--- config.mk ---
export PLATFORM = sky130hd
export DESIGN_NAME = circle_quadrant_row_widths_top
export DESIGN_NICKNAME = d
export VERILOG_FILES = /design/src/sv/cqrw_pkg.sv /design/src/sv/cqrw_stack.sv /design/src/sv/circle_quadrant_row_widths_top.sv
export SDC_FILE = /design/constraint.sdc
export NUM_CORES = 1
export LEC_CHECK = 0
export ABC_AREA = 1
export BUFFER_PORTS_ARGS = -buffer_cell sky130_fd_sc_hd__buf_2
export CAP_MARGIN = 20
export CORE_ASPECT_RATIO = 1.75
export CORE_MARGIN = 3
export CORE_UTILIZATION = 42
export CTS_CLUSTER_DIAMETER = 60
export DETAILED_ROUTE_END_ITERATION = 8
export HOLD_SLACK_MARGIN = 0.1
export PLACE_DENSITY = 0.67
export SYNTH_ARGS = -nofsm -noshare
export SYNTH_HDL_FRONTEND = slang
export SYNTH_SLANG_ARGS = --single-unit
--- constraint.sdc ---
create_clock -name aclk -period 5.48 [get_ports aclk]
set_clock_uncertainty 0.05 [all_clocks]
set_input_delay 1.096 -clock aclk [delete_from_list [all_inputs] [get_ports aclk]]
set_output_delay 1.096 -clock aclk [all_outputs]
set_load 0.02 [all_outputs]
--- src/sv/cqrw_pkg.sv ---
// Shared widths and defaults for the circle quadrant row width generator.
// No dependencies; used by every module of the block.
package cqrw_pkg;

    localparam int RADIUS_W           = 6;   // radius field width
    localparam int ROW_W              = 6;   // row width field and stack entry width
    localparam int DEC_W              = 12;  // signed midpoint decision variable
    localparam int MAX_RADIUS_DEFAULT = 63;

endpackage

--- src/sv/cqrw_stack.sv ---
// Step stack storage: single write port, one registered read port.
// Depends on cqrw_pkg for the default entry width.
module cqrw_stack #(
    parameter int AW = 6,
    parameter int DW = cqrw_pkg::ROW_W
) (
    input  logic          aclk,
    input  logic          wr_en,
    input  logic [AW-1:0] wr_addr,
    input  logic [DW-1:0] wr_data,
    input  logic [AW-1:0] rd_addr,
    output logic [DW-1:0] rd_data
);

    localparam int DEPTH = 1 << AW;

    logic [DW-1:0] mem [DEPTH];
    logic [DW-1:0] rd_data_reg;

    always_ff @(posedge aclk) begin
        if (wr_en) begin
            mem[wr_addr] <= wr_data;
        end
    end

    always_ff @(posedge aclk) begin
        rd_data_reg <= mem[rd_addr];
    end

    assign rd_data = rd_data_reg;

endmodule

--- src/sv/circle_quadrant_row_widths_top.sv ---
// Circle quadrant row width generator, top level.
// Depends on cqrw_pkg and instantiates cqrw_stack.
//
// Usage:
//   Input channel (s_valid/s_ready/s_radius): one transaction carries a radius.
//   Output channel (m_valid/m_ready/m_row_width/m_last_row): one transaction
//   per quadrant row, rows in order from the axis outward; m_last_row marks
//   the final row of the radius. A radius of zero produces no rows.
//   Radii above MAX_RADIUS are clamped to MAX_RADIUS.
//
// Sequencing:
//   An accepted radius moves the sequencer from ST_IDLE to ST_SCAN, which
//   loads each scan row into the output register. A radius r yields about r
//   rows; each midpoint pass goes through the decision adder and each x step
//   pushes a row onto the stack. ST_PREP primes the registered stack read
//   between scan and unstack, and ST_POP then pops the stacked rows.
//   s_ready is high only while the sequencer is idle; a new radius is taken
//   while the final row may still sit in the output register.
//
// Stalls and reset:
//   When m_ready is low the output register holds its row and the sequencer
//   freezes until the register frees up; no row is lost or repeated.
//   aresetn (synchronous, active low) returns the sequencer to idle and drops
//   m_valid; stack contents are not cleared (each pop reads a pushed entry).
module circle_quadrant_row_widths_top #(
    parameter int MAX_RADIUS = cqrw_pkg::MAX_RADIUS_DEFAULT
) (
    input  logic                          aclk,
    input  logic                          aresetn,
    input  logic                          s_valid,
    output logic                          s_ready,
    input  logic [cqrw_pkg::RADIUS_W-1:0] s_radius,
    output logic                          m_valid,
    input  logic                          m_ready,
    output logic [cqrw_pkg::ROW_W-1:0]    m_row_width,
    output logic                          m_last_row
);

    import cqrw_pkg::*;

    // Stack depth covers every push: x decrements fewer than radius times.
    localparam int AW  = $clog2(MAX_RADIUS + 1);
    localparam int CW  = AW + 1;
    localparam int YW  = RADIUS_W + 1;
    localparam logic [RADIUS_W-1:0] MAX_R = RADIUS_W'(MAX_RADIUS);

    typedef enum logic [3:0] {
        ST_IDLE = 4'b0001,  // waiting for a radius
        ST_SCAN = 4'b0010,  // one midpoint pass per cycle while the output register is free
        ST_PREP = 4'b0100,  // prime the registered stack read
        ST_POP  = 4'b1000   // one pop per cycle while the output register is free
    } state_t;

    state_t                     state_reg, state_next;
    logic [RADIUS_W-1:0]        x_reg, x_next;
    logic [YW-1:0]              y_reg, y_next;
    logic [DEC_W-1:0]           dec_reg, dec_next;   // two's complement
    logic [CW-1:0]              cnt_reg, cnt_next;

    logic                       m_valid_reg, m_valid_next;
    logic [ROW_W-1:0]           m_row_width_reg, m_row_width_next;
    logic                       m_last_row_reg, m_last_row_next;

    // stack port
    logic                       wr_en;
    logic [AW-1:0]              wr_addr;
    logic [ROW_W-1:0]           wr_data;
    logic [AW-1:0]              rd_addr;
    logic [ROW_W-1:0]           rd_data;

    // datapath helpers
    logic                       out_free;
    logic                       load;
    logic [RADIUS_W-1:0]        r_sat;
    logic [YW-1:0]              y_inc;
    logic [RADIUS_W-1:0]        x_dec;
    logic                       dec_pos;
    logic [DEC_W-1:0]           addend;
    logic                       scan_done;

    cqrw_stack #(
        .AW (AW),
        .DW (ROW_W)
    ) u_stack (
        .aclk    (aclk),
        .wr_en   (wr_en),
        .wr_addr (wr_addr),
        .wr_data (wr_data),
        .rd_addr (rd_addr),
        .rd_data (rd_data)
    );

    assign out_free = !m_valid_reg || m_ready;
    assign r_sat    = (s_radius > MAX_R) ? MAX_R : s_radius;
    assign y_inc    = y_reg + YW'(1);
    assign x_dec    = x_reg - RADIUS_W'(1);
    assign dec_pos  = !dec_reg[DEC_W-1] && (dec_reg != '0);
    // Shared adder operand: 2y+1, less 2x when x steps in.
    assign addend   = DEC_W'({y_inc, 1'b1})
                    - (dec_pos ? DEC_W'({x_dec, 1'b0}) : DEC_W'(0));
    // Read the entry just below the next top; the registered read returns it in the following cycle.
    assign rd_addr  = cnt_next[AW-1:0] - AW'(1);

    always_comb begin
        state_next       = state_reg;
        x_next           = x_reg;
        y_next           = y_reg;
        dec_next         = dec_reg;
        cnt_next         = cnt_reg;
        load             = 1'b0;
        m_row_width_next = m_row_width_reg;
        m_last_row_next  = m_last_row_reg;
        wr_en            = 1'b0;
        wr_addr          = cnt_reg[AW-1:0];
        wr_data          = y_inc[ROW_W-1:0];
        scan_done        = 1'b0;

        unique case (state_reg)
            ST_IDLE: begin
                if (s_valid) begin
                    x_next   = r_sat;
                    y_next   = '0;
                    dec_next = DEC_W'(1) - DEC_W'(r_sat);
                    cnt_next = '0;
                    if (r_sat != '0) begin
                        state_next = ST_SCAN;
                    end
                end
            end
            ST_SCAN: begin
                if (out_free) begin
                    load             = 1'b1;
                    m_row_width_next = x_reg;
                    y_next           = y_inc;
                    dec_next         = dec_reg + addend;
                    if (dec_pos) begin
                        x_next   = x_dec;
                        wr_en    = 1'b1;
                        cnt_next = cnt_reg + CW'(1);
                    end
                    scan_done       = !({1'b0, x_next} > y_next);
                    m_last_row_next = scan_done && (cnt_next == '0);
                    if (scan_done) begin
                        state_next = (cnt_next != '0) ? ST_PREP : ST_IDLE;
                    end
                end
            end
            ST_PREP: begin
                state_next = ST_POP;
            end
            ST_POP: begin
                if (out_free) begin
                    load             = 1'b1;
                    m_row_width_next = rd_data;
                    m_last_row_next  = (cnt_reg == CW'(1));
                    cnt_next         = cnt_reg - CW'(1);
                    if (cnt_reg == CW'(1)) begin
                        state_next = ST_IDLE;
                    end
                end
            end
            default: begin
                state_next = ST_IDLE;
            end
        endcase

        if (load) begin
            m_valid_next = 1'b1;
        end else if (m_ready) begin
            m_valid_next = 1'b0;
        end else begin
            m_valid_next = m_valid_reg;
        end
    end

    always_ff @(posedge aclk) begin
        if (!aresetn) begin
            state_reg   <= ST_IDLE;
            x_reg       <= '0;
            y_reg       <= '0;
            dec_reg     <= '0;
            cnt_reg     <= '0;
            m_valid_reg <= 1'b0;
        end else begin
            state_reg   <= state_next;
            x_reg       <= x_next;
            y_reg       <= y_next;
            dec_reg     <= dec_next;
            cnt_reg     <= cnt_next;
            m_valid_reg <= m_valid_next;
        end
    end

    // output payload, no reset needed
    always_ff @(posedge aclk) begin
        m_row_width_reg <= m_row_width_next;
        m_last_row_reg  <= m_last_row_next;
    end

    assign s_ready     = (state_reg == ST_IDLE);
    assign m_valid     = m_valid_reg;
    assign m_row_width = m_row_width_reg;
    assign m_last_row  = m_last_row_reg;

endmodule

==> results.json <==
{
  "cts_hold_buf": 0,
  "reg2reg_from": "dec_reg[4]",
  "post-route-min-period_ns": 4.36,
  "wl_per_cell_um": 20.4,
  "ios": 19,
  "internal-power_mw": 6.53,
  "grt_pass1_wl_mm": 90.7,
  "grt_pass1_vias": 15800,
  "syn_area_per_cell_um2": 9.45,
  "vias_per_cell": 5.57,
  "gp_congestion": 0.977,
  "synth_cell_types": 42,
  "hold_class": "reg -> reg",
  "cts-htree-levels": 2,
  "start_util_pct": 42.6,
  "synth_area_um2": 21200,
  "power_frac_clock_pct": 24.0,
  "synth_edf_count": 391,
  "syn_to_final_growth_pct": 9.13,
  "cp-end-kind": "register",
  "cts_buffers": 37,
  "clock-sinks": 434,
  "fin_hold_ws_ns": 0.438,
  "crit_arrival_ns": 4.71,
  "dieArea_um2": 53300,
  "place_area_um2": 21900,
  "drive_gt1_share_pct": 6.85,
  "diodes": 0,
  "nets": 2250,
  "setup_viol": 0,
  "root_buffer": "clkbuf_16",
  "ff2ff_path_depth": 24,
  "dp.cells": 2826,
  "clkLatencyLatePin_ns": 0.56,
  "ys_ff_latch": 434,
  "die_w_um": 176,
  "synthArstFlopShare_pct": 0,
  "combPwrFrac_pct": 40.3,
  "cts.path.max_buffers": 3,
  "p_per_area_nw_per_um2": 468,
  "largest_reg_flops": 384,
  "synth_common_cells": "426 x inv_1, 399 x nand3_1, 391 x edfxtp_1, 367 x nand2_1, 162 x nand4_1",
  "grt_max_degree": 199,
  "yosysWarnings": 0,
  "startpoint": "dec_reg[4]",
  "ant_nets": 0,
  "synth_fp_nets": 2286,
  "synth_area_leaders": "edfxtp_1 55%, nand3_1 9.4%, inv_1 7.6%",
  "crit_type": "reg -> reg",
  "antenna_found_initial": 0,
  "die_h_um": 303,
  "ir_drop_mv": 0.542,
  "p_seq_share_pct": 35.7,
  "drc_errors": 0,
  "ys_seq_area_share_pct": 59.5,
  "final_cell_count_no_fill": 2893,
  "synth_top_cell_by_area": "edfxtp_1",
  "hold_violations": 0,
  "p_leak_nw": 9.67,
  "min_path_cells": 1,
  "firstDrtPassIters": 5,
  "p_switching_mw": 4.29,
  "vias": 16100,
  "drt_iter0_markers": 1455,
  "io_buffers": 18,
  "fin_setup_tns_ns": 0,
  "routed_wl_mm": 59.1,
  "yosys.area.top_type_share_pct": 55.4,
  "fin_crit_sh_pct": 79.6,
  "worstPathMaxFanout": 11,
  "switching_share_pct": 39.6,
  "cts_tree": "built",
  "fmax_mhz": 229,
  "max-slew-margin-rel_pct": 37.1,
  "core_um2": 49700,
  "worst_slew_pin_slew_ns": 0.944,
  "power_mw": 10.8,
  "reg2reg_slack_ns": 1.12,
  "min_from": "dec_reg[0]",
  "num_rows": 108,
  "status": "completed",
  "slew_violations": 0,
  "grt.overflow.total": 0,
  "cts.clk_slew.worst_paths_ns": 0.07,
  "dp_hpwl_mm": 37.3,
  "netlist_instances": 2242,
  "postCtsSetupRepairBufs": 0,
  "rsz0062_at_grt": "no",
  "grt.total_usage_pct": 22.0,
  "cts_resized": 0,
  "synth_ff_type": "edfxtp_1",
  "drv_cap": 0,
  "synth.most_common_cell": "inv_1",
  "final_area_um2": 23100,
  "required_ns": 5.82,
  "start_kind": "register"
}
==> cell families after synthesis <==
group | after synthesis | synth area share [%]
simple gates | 1063 | 23.6
buf+inv | 568 | 10.6
flops | 434 | 59.5
compound gates | 117 | 3.05
fa+ha+maj | 34 | 2.08
xor+xnor | 26 | 1.15
==> layout by cell type, fill, tap and decap left out, types with 30 or more instances in the layout <==
master     synthesis  routed
inv_1            426     422
nand3_1          399     396
edfxtp_1         391     391
nand2_1          367     366
nand4_1          162     162
nor2_1           101     101
a21oi_1           48      48
o21ai_0           45      45
dfxtp_1           43      43
clkbuf_16          0      39
buf_4              9      32
ha_1              32      30
==> through the flow <==
step	worst slack (ns)	utilization, %
3_5_place_dp	1.13	44.1
5_1_grt	0.726	46.5
6_report	1.12	46.5
2_1_floorplan	0.382	-
4_1_cts	1.12	46.4
3_3_place_gp	1.24	44.1
==> path summary, 6_finish.rpt <==
kind | to
max | dec_reg[10]
min | dec_reg[0]
min reg2reg | dec_reg[0]
max reg2reg | dec_reg[10]
==> power groups by stage <==
stage | registers (mW) | logic (mW) | clock network [mW]
finish | 3.86 | 4.36 | 2.59
global route | 3.87 | 4.79 | 2.73
CTS | 3.86 | 4.29 | 2.62
detailed placement | 3.92 | 4.27 | 0
global placement | 3.93 | 4.17 | 0
floorplan | 3.90 | 3.06 | 0
==> per-layer routing <==
layer  GRT usage (%)  up-vias  share of wire (%)
li1                -     7457                  -
met1            24.4     7763                 35
met2            39.4      676                 51
met3            2.79      215                6.4
met4            14.3        0                7.3
met5               0        -                  0
==> final cells by class <==
type / instances / area, um^2
clock buffer: 56 / 1080
inverter: 437 / 1640
sequential: 434 / 12600
multi-input combinational: 1240 / 6410
clock inverter: 10 / 93.8
tap: 660 / 826
fill: 4722 / 26600
timing repair buffer: 56 / 458
==> worst max-delay path, cell delays in order, from the launching register on <==
cell and delay (ns):
dfxtp_1 0.34, nor2_1 0.12, nand2_1 0.06, nor2_1 0.15, nand2_2 0.13, nand2_2 0.21
inv_2 0.14, ha_1 0.21, ha_1 0.21, fa_1 0.47, o21ai_0 0.31, xor2_1 0.18
inv_1 0.09, ha_1 0.33, nand2_1 0.08, a21oi_1 0.06, o21ai_0 0.15, nand2_1 0.06
a21oi_1 0.18, nor2_1 0.11, o21ai_0 0.19, nand2_1 0.09, xor2_1 0.15, a21oi_1 0.12
nor2_1 0.05
(Power assumes the default switching activity.)
